==> src/tcw_pkg.sv <==
// Shared types and constants of the text console writer.
`default_nettype none

package tcw_pkg;

  localparam logic [1:0] OP_PUT   = 2'd0;
  localparam logic [1:0] OP_CLEAR = 2'd1;
  localparam logic [1:0] OP_READ  = 2'd2;

  localparam logic REG_FOREGROUND = 1'b0;
  localparam logic REG_BACKGROUND = 1'b1;

  localparam logic [7:0] CH_TAB     = 8'd9;
  localparam logic [7:0] CH_NEWLINE = 8'd10;
  localparam logic [7:0] CH_RETURN  = 8'd13;
  localparam logic [7:0] CH_SPACE   = 8'd32;

  // Spaces that a tab writes after the first one.
  localparam logic [1:0] TAB_EXTRA = 2'd3;

  localparam logic [3:0] FOREGROUND_RESET = 4'd15;
  localparam logic [3:0] BACKGROUND_RESET = 4'd0;

  typedef struct packed {
    logic capture;
    logic ptr_clr;
    logic copy_step;
    logic fill_step;
    logic fill_zero;
    logic cell_write;
    logic write_space;
    logic cell_read;
    logic col_zero;
    logic col_inc;
    logic row_inc;
    logic home;
    logic result;
    logic result_read;
  } tcw_cmd_t;

  typedef struct packed {
    logic col_full;
    logic last_row;
    logic copy_last;
    logic fill_last;
    logic read_ok;
  } tcw_status_t;

endpackage

`default_nettype wire

==> src/tcw_ctrl.sv <==
// Command sequencer of the text console writer.
`default_nettype none

module tcw_ctrl
  import tcw_pkg::*;
(
  input  logic        clk,
  input  logic        rst,
  input  logic        start,
  input  logic [1:0]  opcode,
  input  logic [7:0]  char_code,
  input  tcw_status_t sts,
  output tcw_cmd_t    cmd,
  output logic        busy
);

  typedef enum logic [3:0] {
    S_INIT, S_IDLE, S_NEWLINE, S_PLAIN, S_WRITE,
    S_COPY, S_DRAIN, S_FILL, S_READ, S_DONE
  } state_t;

  state_t     state, state_next;
  logic [1:0] tab_left, tab_left_next;
  logic       space_sel, space_sel_next;
  logic       fill_to_write, fill_to_write_next;
  logic       read_hit, read_hit_next;

  always_comb begin
    state_next         = state;
    tab_left_next      = tab_left;
    space_sel_next     = space_sel;
    fill_to_write_next = fill_to_write;
    read_hit_next      = read_hit;
    cmd                = '0;
    cmd.write_space    = space_sel;
    unique case (state)
      S_INIT: begin
        cmd.fill_step = 1'b1;
        cmd.fill_zero = 1'b1;
        if (sts.fill_last) begin
          state_next = S_IDLE;
        end
      end
      S_IDLE: begin
        if (start) begin
          cmd.capture   = 1'b1;
          read_hit_next = 1'b0;
          unique case (opcode)
            OP_PUT: begin
              if (char_code == CH_NEWLINE) begin
                state_next = S_NEWLINE;
              end else if (char_code == CH_RETURN) begin
                cmd.col_zero = 1'b1;
                state_next   = S_DONE;
              end else if (char_code == CH_TAB) begin
                tab_left_next  = TAB_EXTRA;
                space_sel_next = 1'b1;
                state_next     = S_PLAIN;
              end else begin
                tab_left_next  = '0;
                space_sel_next = 1'b0;
                state_next     = S_PLAIN;
              end
            end
            OP_CLEAR: begin
              cmd.ptr_clr        = 1'b1;
              cmd.home           = 1'b1;
              fill_to_write_next = 1'b0;
              state_next         = S_FILL;
            end
            OP_READ: begin
              state_next = S_READ;
            end
            default: begin
              state_next = S_DONE;
            end
          endcase
        end
      end
      S_NEWLINE: begin
        cmd.col_zero = 1'b1;
        if (sts.last_row) begin
          cmd.ptr_clr        = 1'b1;
          fill_to_write_next = 1'b0;
          state_next         = S_COPY;
        end else begin
          cmd.row_inc = 1'b1;
          state_next  = S_DONE;
        end
      end
      S_PLAIN: begin
        if (!sts.col_full) begin
          cmd.cell_write = 1'b1;
          cmd.col_inc    = 1'b1;
          if (tab_left != '0) begin
            tab_left_next = tab_left - 2'd1;
          end else begin
            state_next = S_DONE;
          end
        end else begin
          cmd.col_zero = 1'b1;
          if (sts.last_row) begin
            cmd.ptr_clr        = 1'b1;
            fill_to_write_next = 1'b1;
            state_next         = S_COPY;
          end else begin
            cmd.row_inc = 1'b1;
            state_next  = S_WRITE;
          end
        end
      end
      S_WRITE: begin
        cmd.cell_write = 1'b1;
        cmd.col_inc    = 1'b1;
        if (tab_left != '0) begin
          tab_left_next = tab_left - 2'd1;
          state_next    = S_PLAIN;
        end else begin
          state_next = S_DONE;
        end
      end
      S_COPY: begin
        cmd.copy_step = 1'b1;
        if (sts.copy_last) begin
          state_next = S_DRAIN;
        end
      end
      S_DRAIN: begin
        state_next = S_FILL;
      end
      S_FILL: begin
        cmd.fill_step = 1'b1;
        if (sts.fill_last) begin
          state_next = fill_to_write ? S_WRITE : S_DONE;
        end
      end
      S_READ: begin
        if (sts.read_ok) begin
          cmd.cell_read = 1'b1;
          read_hit_next = 1'b1;
        end
        state_next = S_DONE;
      end
      S_DONE: begin
        cmd.result      = 1'b1;
        cmd.result_read = read_hit;
        state_next      = S_IDLE;
      end
      default: begin
        state_next = S_IDLE;
      end
    endcase
  end

  always_ff @(posedge clk) begin
    if (rst) begin
      state         <= S_INIT;
      busy          <= 1'b1;
      tab_left      <= '0;
      space_sel     <= 1'b0;
      fill_to_write <= 1'b0;
      read_hit      <= 1'b0;
    end else begin
      state         <= state_next;
      busy          <= (state_next != S_IDLE);
      tab_left      <= tab_left_next;
      space_sel     <= space_sel_next;
      fill_to_write <= fill_to_write_next;
      read_hit      <= read_hit_next;
    end
  end

endmodule

`default_nettype wire

==> config.mk <==
export PLATFORM = sky130hd
export DESIGN_NAME = tcw_ctrl
export DESIGN_NICKNAME = d
export VERILOG_FILES = /design/src/tcw_pkg.sv /design/src/tcw_ctrl.sv
export SDC_FILE = /design/constraint.sdc
export NUM_CORES = 1
export LEC_CHECK = 0
export BUFFER_PORTS_ARGS = -buffer_cell sky130_fd_sc_hd__buf_4
export CELL_PAD_IN_SITES_DETAIL_PLACEMENT = 1
export CELL_PAD_IN_SITES_GLOBAL_PLACEMENT = 2
export CORE_MARGIN = 1
export CORE_UTILIZATION = 26
export DETAILED_ROUTE_END_ITERATION = 6
export GPL_TIMING_DRIVEN = 0
export HOLD_SLACK_MARGIN = 0.15
export PLACE_DENSITY = 0.74
export SLEW_MARGIN = 5
export SYNTH_ARGS = -nofsm -noshare
export SYNTH_HDL_FRONTEND = slang
export SYNTH_SLANG_ARGS = --single-unit
==> constraint.sdc <==
create_clock -name clk -period 2.1 [get_ports clk]
set_input_delay 0.315 -clock clk [delete_from_list [all_inputs] [get_ports clk]]
set_output_delay 0.315 -clock clk [all_outputs]
set_load 0.03 [all_outputs]
After elaboration in Yosys (flattened, before gate mapping)
Index checks and enable logic that the tools add are counted.
- register bits after elaboration: 10
- latch bits: 0
- RAM bits: 0
- bits in read-only memories: 0
- input bits: 18
- output and inout bits: 15
- logic and storage cells: 102
- memories kept: 0
- add/sub/neg operators: 1
- multiply operators: 0
- div/mod/pow operators: 0
- $lt $le $gt $ge: 0
- eq/ne operators: 25
- shift operators: 0
- multiplexer cells: 57
- bitwise logic cells: 2
- reduce and logical (&&, ||, !) cells: 11
- operators by type and width (kind ; number):
    2-to-1 mux 4 bit ; 11
    one-hot mux 4 bit (9 select lines) ; 1
    2-to-1 mux 1 bit ; 28
    equality test 8 x 4 -> 1 bit (second input constant) ; 3
    2-to-1 mux 2 bit ; 9
    equality test 4 x 3 -> 1 bit (second input constant) ; 4
    inequality test 2 bit (second input constant) ; 8
    one-hot mux 4 bit (3 select lines) ; 1
    AND reduction 6 bit ; 2
    one-hot mux 1 bit (3 select lines) ; 3
    equality test 4 x 2 -> 1 bit (second input constant) ; 2
    equality test 4 bit (second input constant) ; 2
    one-hot mux 1 bit (2 select lines) ; 3
    one-hot mux 2 bit (3 select lines) ; 1
    nonzero test 3 bit ; 2
    AND reduction 5 bit ; 1
    equality test 4 x 1 -> 1 bit (second input constant) ; 1
    zero test 4 bit ; 1
    inequality test 2 x 1 -> 1 bit (second input constant) ; 2
    inequality test 4 x 1 -> 1 bit (second input constant) ; 1
    nonzero test 2 bit ; 2
    AND reduction 3 bit ; 1
    equality test 2 x 1 -> 1 bit (second input constant) ; 1
    equality test 2 bit (second input constant) ; 1
    other kinds (4) ; 5

Logic depth before layout (Yosys ltp)
Gate-level depths: netlist of run 1.
- depth in word-level cells: 7
- gate-level depth with buffers: 7
- gate-level depth less buffers: 7

Worst setup path after synthesis of run 1
No wires, ideal clock.
- path kind: reg-to-output
- start point: register state[2]
- end point: output port cmd[5] (netlist name)
- arrival: 2.021 ns
- data required time: 1.785 ns
- setup slack: -0.236 ns
- cell stages (with the launch flop): 5
- buffers on the path: 1
- cell sequence: dfxtp_1 -> buf_6 -> nor4b_4 -> nand2_2 -> o41ai_1
- RTL lines (what ; RTL line ; text):
    from (decl) ; tcw_ctrl.sv:22 ; state_t state, state_next;
    from (signal assigned) ; tcw_ctrl.sv:164 ; state <= state_next;
    to (decl) ; tcw_ctrl.sv:13 ; output tcw_cmd_t cmd,

==> flow_summary.toml, run 1 <==
[yosys]
async_flop_share = 0
synthAdderAreaFrac = 0.0141
synth-main-ff-cell = "dfxtp_1"
yosysSeqAreaShare = 0.226
yosys_register_bits = 10
synth_compound_area_frac = 0.272
synth_mux_area_frac = 0.0113
synth_top_family_by_area = "simple AND/OR/NAND/NOR gates"
synthSimpleGateAreaFrac = 0.386
syn-instance-count = 115
synth_edf_count = 0
syn_nets = 134
syn_avg_cell_area_um2 = 7.69
netlist_area_um2 = 885
yosys.area_share.xor_xnor = 0
synthDistinctLibCells = 44
yosys_warnings = 0

[die]
initial_utilization = 0.283
pin_count = 33
core_um2 = 3130
rows = 20
die_area_um2 = 3640
die_w_um = 60.3
die_h_um = 60.3

[place]
io_buffer_count = 31
dp_hpwl_um = 2240
dp_cells = 190
gp_congestion = 0.864
postPlaceCellArea_um2 = 1180

[global_route]
overflow = 0
grt_pass1_vias = 951
grt_pass1_wl_um = 4770
grt_max_degree = 11
track_usage = 0.181
antenna_found_initial = 0

[layout]
fin_nets = 172
area_growth_pct = 44.0
regArea_um2 = 201
finalInstanceArea_um2 = 1270
antenna_cells = 0
multi_input_area_um2 = 647
drive_above_1_share = 0.362
fillers = 404
fin_cells = 196

[detailed_routing]
wl_per_cell_um = 14.8
via_per_inst = 5.29
num_vias = 1036
drtIter0Drc = 22
firstDrtPassIters = 4
remaining_drc_errors = 0
ant_nets = 0
wirelength_um = 2890

[setup_path]
critical-path-top-delay-family = "simple AND/OR/NAND/NOR gates"
cpMaxStageDelayCell = "nor4b_4"
crit_fanout = 10
critical-path-max-stage-delay_ps = 350
critPathLaunch = "state[2]"
critPathKind = "flip-flop to output pin"
crit_arrival_ps = 1740
cp-end-kind = "output pin"
cp_cell_sequence = "buf_6, nor4b_4, nand2_4, o32ai_4, a21o_1, buf_4"
reg2reg_from = "tab_left[0]"
cp.required_ps = 1780
cp_num_buf_inv = 2
cp-start-kind = "flip-flop"

[worst_hold_path]
hp-start = "sts[3]"
hold_class = "input pin to flip-flop"

[clock_tree]
cts.htree.levels = 1
cts_buffers = 3
ctsRootBufferMaster = "clkbuf_4"
cts_hold_buf = 0
cts.sinks = 10
cts_tree = "yes"
path_clk_slew_ps = 80
clk_latency_ps = 280
clk_path_buf_depth = 2

[sta]
finalClockSkew_ps = 5.52
fmax_mhz = 487
post-route-min-period_ps = 2050
tightest_slew_ps = 484
finalSetupViolations = 0
fin_crit_sh = 0.978
final.setup.tns_ps = 0
hold_violations = 0
final_max_slew_viol_count = 0
slew_headroom = 0.678
rsz0062_at_grt = "yes"

[job]
cap_violations = 0

[run_status]
status = "complete, no violations"

[power]
static-leakage-power_nw = 0.552
ir_drop_mv = 0.313
power.density_nw_per_um2 = 703
p_total_mw = 0.896
-- flip-flops by register name, summed over array words and instances, names as in the netlist --
name           flops
read_hit           1
tab_left           2
state              4
space_sel          1
fill_to_write      1
busy               1
-- layout make-up --
class                   instances  area share
multi-input cells              89       0.508
inverters                       7      0.0206
repair buffers                 33       0.194
well taps                      44      0.0432
clock buffers                   4      0.0285
flip-flops and latches         10       0.158
plain buffers                   9      0.0472
-- cells in the mapped netlist, types with 3 or more instances --
cell type	count	share of area
inv_1	7	0.030
a21oi_1	12	0.068
nand2b_1	4	0.028
a31oi_1	4	0.028
a311oi_1	3	0.030
nor3b_1	3	0.025
dfxtp_1	10	0.23
nor2_1	11	0.047
nand2_1	5	0.021
buf_2	4	0.023
a21o_1	3	0.025
o32ai_1	3	0.030
nand3_1	5	0.028
-- final timing paths --
kind	to	slack, ps	cells past startpoint
max	cmd[12]	50	6
min	fill_to_write	380	3
max reg2reg	tab_left[0]	370	7
min reg2reg	tab_left[0]	480	1
-- worst register-to-register path: cells and delay by family (launching register included) --
family / cells / cell delay, ps
AOI/OAI and AO/OA: 4 / 750
DFF: 1 / 350
and+or+nand+nor: 1 / 260
adders and majority gates: 1 / 230
buffers and inverters: 1 / 50
-- stage by stage --
stage	worst slack, ps	utilization	hold WS [ps]
finish	47.1	0.407	383
global route	-68.7	0.407	401
CTS	-15.2	0.398	380
detailed placement	27.9	0.377	477
global placement	39.5	0.377	464
floorplan	7.56	-	448
-- placed cells by master, fill, tap and decap left out, drive strengths merged, types with 3 or more instances in the layout --
cell    instances
nand2           6
a31oi           4
o32ai           3
a311oi          3
clkbuf          7
dfxtp          10
buf            39
a21o            3
nor2           11
a21oi          12
nand2b          4
inv             7
nor3b           3
nand3           5
nor4            4
-- kinds of logic (layout without fill, tap and decap cells) --
group / after synthesis / in the layout
AO/OA/AOI/OAI: 34 / 34
buffers and inverters: 16 / 53
adder cells (fa/ha/maj): 1 / 1
AND/OR/NAND/NOR: 53 / 53
multiplexers: 1 / 1
flip-flops: 10 / 10
-- power breakdown --
group          internal [mW]  switching, mW
Clock                  0.106         0.0799
Sequential             0.214         0.0115
Combinational          0.196          0.289
-- what timing repair did --
item	4_1_cts	5_1_grt
setup endpoints to repair	4	5
pin swaps	0	1
setup buffers	1	1
resized for setup	3	7
-- per-layer routing --
metal  global-route usage  wire, um  vias to the layer above
met1                0.242      1360                      495
met5                    0         0                        -
met3               0.0512       143                        4
met2                0.276      1360                       31
li1                     -         -                      506
met4               0.0664        37                        0
Power figures use the tool's default switching activity.
==> inputs of run 2 (changes only) <==
--- a/config.mk
+++ b/config.mk
@@ -14,6 +14,7 @@
 export GPL_TIMING_DRIVEN = 0
 export HOLD_SLACK_MARGIN = 0.15
 export PLACE_DENSITY = 0.74
+export SETUP_SLACK_MARGIN = 0.05
 export SLEW_MARGIN = 5
 export SYNTH_ARGS = -nofsm -noshare
 export SYNTH_HDL_FRONTEND = slang
==> constraint.sdc (replaced) <==
create_clock -name clk -period 2.2 [get_ports clk]
set_input_delay 0.33 -clock clk [delete_from_list [all_inputs] [get_ports clk]]
set_output_delay 0.33 -clock clk [all_outputs]
set_load 0.03 [all_outputs]
==> flow_summary.toml, run 2 (synthesis results as in run 1) <==
[detailed_routing]
num_vias = 1024
drtIter0Drc = 21
firstDrtPassIters = 4
remaining_drc_errors = 0
via_per_inst = 5.25
wirelength_um = 2850
wl_per_cell_um = 14.6
ant_nets = 0

[worst_hold_path]
hold_class = "input pin to flip-flop"

[die]
pin_count = 33
die_h_um = 60.3
core_um2 = 3130
die_w_um = 60.3
rows = 20
initial_utilization = 0.283
die_area_um2 = 3640

[power]
static-leakage-power_nw = 0.546
ir_drop_mv = 0.296
p_total_mw = 0.853
power.density_nw_per_um2 = 674

[sta]
fin_crit_sh = 0.941
post-route-min-period_ps = 2070
hold_violations = 0
rsz0062_at_grt = "yes"
slew_headroom = 0.681
tightest_slew_ps = 478
final_max_slew_viol_count = 0
final.setup.tns_ps = 0
fmax_mhz = 483
finalClockSkew_ps = 6.69
finalSetupViolations = 0
hold_slack_ps = 386

[layout]
regArea_um2 = 200
regMostFlops = "state"
layout.cells.most_common_list = "34 x buf_4, 11 x nor2_1, 11 x a21oi_1"
area_growth_pct = 43.0
fillers = 404
multi_input_area_um2 = 647
layout_commonest_cell = "buf_4"
largest_reg_flops = 4
fin_nets = 171
antenna_cells = 0
reg_top3 = "state (4), tab_left (2)"
drive_above_1_share = 0.351

[setup_path]
critical-path-top-delay-family = "simple AND/OR/NAND/NOR gates"
critical-path-max-stage-delay_ps = 350
cp_num_buf_inv = 2
cp-start-kind = "flip-flop"
critPathKind = "flip-flop to output pin"
cp-end-kind = "output pin"
cp.required_ps = 1870
cp_cell_sequence = "buf_6, nor4b_4, nand2_4, o32ai_4, a21o_1, buf_4"
crit_fanout = 10
cpMaxStageDelayCell = "nor4b_4"
crit_arrival_ps = 1740

[clock_tree]
clk_latency_ps = 280
path_clk_slew_ps = 80
cts_buffers = 3
cts.sinks = 10
clk_path_buf_depth = 2
ctsRootBufferMaster = "clkbuf_4"
cts.htree.levels = 1
cts_tree = "yes"

[global_route]
antenna_found_initial = 0
overflow = 0
grt_max_degree = 11
grt_pass1_wl_um = 4770
grt_pass1_vias = 959
track_usage = 0.181

[place]
dp_hpwl_um = 2240
io_buffer_count = 31
gp_congestion = 0.864

[job]
cap_violations = 0

[run_status]
status = "complete, no violations"
## run 2: cell count changes in the layout (fill, tap and decap cells not counted), sizes merged
cell  previous run  this run
buf             39        38
## run 2: worst paths after layout
kind / startpoint / to / slack [ps] / depth (start not counted)
worst min-delay path: sts[3] / fill_to_write / 390 / 3
worst max-delay path: state[2] / cmd[12] / 130 / 6
worst max register to register: tab_left[0] / tab_left[0] / 470 / 7
worst min register to register: tab_left[0] / tab_left[0] / 480 / 1
## run 2: metal layers
layer / track usage / part of all wire / vias to the layer above
met4: 0.0664 / 0.013 / 0
met2: 0.276 / 0.47 / 29
met5: 0 / 0 / -
met1: 0.241 / 0.47 / 487
li1: - / - / 504
met3: 0.0512 / 0.049 / 4
## run 2: layout make-up
type                       instances  area share
timing repair buffer              32       0.190
multi-input combinational         89       0.511
sequential                        10       0.158
tap                               44      0.0435
buffer                             9      0.0475
inverter                           7      0.0208
clock buffer                       4      0.0287
## run 2: metrics by stage
| stage | utilization | instance area, um2 | cells | setup WS [ps] |
|---|---|---|---|---|
| after global routing | 0.404 | 1260 | 195 | 14.2 |
| final | 0.404 | 1260 | 195 | 129 |
| after global placement | 0.377 | 1180 | 190 | 124 |
| after floorplan | - | 892 | 115 | 92.6 |
| after detailed placement | 0.377 | 1180 | 190 | 113 |
| after CTS | 0.395 | 1230 | 195 | 35.9 |
## run 2: where the power goes
part	switching, mW	internal (mW)
clock network	0.0770	0.101
registers	0.0109	0.204
logic	0.274	0.186
total	0.362	0.491
## run 2: worst register-to-register path, cell delays in order, from the launching register on
cell and delay [ps]:
dfxtp_1 350, inv_1 50, ha_1 230, nor4b_1 260, a31oi_1 120, a211oi_4 300, a21oi_1 100, a311oi_1 230
## run 2: what timing repair did
| action | CTS | global route |
|---|---|---|
| gates cloned | 0 | 0 |
| gates resized for setup | 2 | 7 |
| hold buffers | 0 | 0 |
| setup endpoints to repair | 4 | 4 |
| setup buffers | 1 | 0 |
==> inputs of run 3 (changes only) <==
--- a/config.mk
+++ b/config.mk
@@ -5,7 +5,7 @@
 export SDC_FILE = /design/constraint.sdc
 export NUM_CORES = 1
 export LEC_CHECK = 0
-export BUFFER_PORTS_ARGS = -buffer_cell sky130_fd_sc_hd__buf_4
+export BUFFER_PORTS_ARGS = -buffer_cell sky130_fd_sc_hd__buf_2
 export CELL_PAD_IN_SITES_DETAIL_PLACEMENT = 1
 export CELL_PAD_IN_SITES_GLOBAL_PLACEMENT = 2
 export CORE_MARGIN = 1
==> flow_summary.toml, run 3 (synthesis results as in run 1) <==
[place]
dp_cells = 190
io_buffer_count = 31
pre_cts_ws_ps = 101
gp_congestion = 0.829
dp_hpwl_um = 2220
postPlaceCellArea_um2 = 1100

[sta]
fmax_mhz = 473
rsz0062_at_grt = "yes"
fin_crit_sh = 0.961
hold_violations = 0
hold_slack_ps = 417
finalSetupViolations = 0
final_max_slew_viol_count = 0
final.setup.tns_ps = 0
finalClockSkew_ps = 10.0
post-route-min-period_ps = 2110
slew_headroom = 0.671
setup_slack_ps = 86.3
tightest_slew_ps = 494

[detailed_routing]
remaining_drc_errors = 0
num_vias = 1010
wl_per_cell_um = 14.8
firstDrtPassIters = 3
via_per_inst = 5.18
ant_nets = 0
drtIter0Drc = 20
wirelength_um = 2890

[power]
ir_drop_mv = 0.315
static-leakage-power_nw = 0.523
power.density_nw_per_um2 = 690
p_total_mw = 0.818

[global_route]
overflow = 0
grt_pass1_wl_um = 4610
grt_pass1_vias = 988
grt_max_degree = 11
track_usage = 0.169
antenna_found_initial = 0

[clock_tree]
cts_hold_buf = 0
cts.sinks = 10
clk_latency_ps = 270
ctsRootBufferMaster = "clkbuf_4"
cts_tree = "yes"
path_clk_slew_ps = 80
clk_path_buf_depth = 2
cts.htree.levels = 1
cts_buffers = 3

[setup_path]
r2r_cells = 7
cp-end-kind = "output pin"
rrSetupSlack_ps = 480
reg2reg_from = "tab_left[0]"
cp.required_ps = 1870
critPathKind = "flip-flop to output pin"
critPathLaunch = "state[2]"
crit_arrival_ps = 1780
cp-start-kind = "flip-flop"
r2r-end = "tab_left[0]"
crit_fanout = 10

[layout]
largest_reg_flops = 4
fin_nets = 171
area_growth_pct = 33.9
regMostFlops = "state"
drive_above_1_share = 0.351
final_util = 0.379
regArea_um2 = 200
layout.cells.most_common_list = "32 x buf_2, 11 x nor2_1, 11 x a21oi_1"
reg_top3 = "state (4), tab_left (2)"
antenna_cells = 0
multi_input_area_um2 = 642
finalInstanceArea_um2 = 1180
fin_cells = 195
fillers = 408
layout_commonest_cell = "buf_2"

[worst_hold_path]
hold_end = "fill_to_write"
hp-start = "sts[3]"
holdPathStages = 3
hold_class = "input pin to flip-flop"

[die]
rows = 20
die_area_um2 = 3640
die_h_um = 60.3
die_w_um = 60.3
pin_count = 33
core_um2 = 3130
initial_utilization = 0.283

[job]
cap_violations = 0

[run_status]
status = "complete, no violations"
run 3: worst max-delay path, cell delays in order, from the launching register on:
cell and delay (ps):
dfxtp_1 310, buf_6 140, nor4b_4 310, nand2_2 180, o32ai_4 280, a21o_1 110, buf_2 180
run 3: routing by layer:
layer  global-route usage  part of all wire
met1                0.223              0.48
met5                    0                 0
met3               0.0384             0.046
met4               0.0199            0.0042
met2                0.289              0.47
run 3: worst max-delay path by stage:
stage | endpoint | slack, ps | cells past startpoint
after CTS | cmd[12] | 30 | 6
final | cmd[12] | 90 | 6
after global placement | cmd[12] | 130 | 6
after global routing | cmd[12] | -10 | 6
after detailed placement | cmd[12] | 100 | 6
after floorplan | cmd[8] | 90 | 5
run 3: cell type report:
class,count,area share
Multi-Input combinational cell,89,0.542
Sequential cell,10,0.169
Timing Repair Buffer,32,0.139
Buffer,9,0.0507
Tap cell,44,0.0465
Clock buffer,4,0.0306
Inverter,7,0.0222
run 3: power breakdown:
group,switching [mW],internal (mW)
clock,0.0715,0.100
combinational,0.273,0.159
sequential,0.0104,0.204
total,0.354,0.464
run 3: what timing repair did:
item | 4_1_cts | 5_1_grt
pin swaps | 0 | 1
setup endpoints to repair | 4 | 5
gates resized for setup | 2 | 7
buffers inserted | 1 | 0
gates cloned | 0 | 0
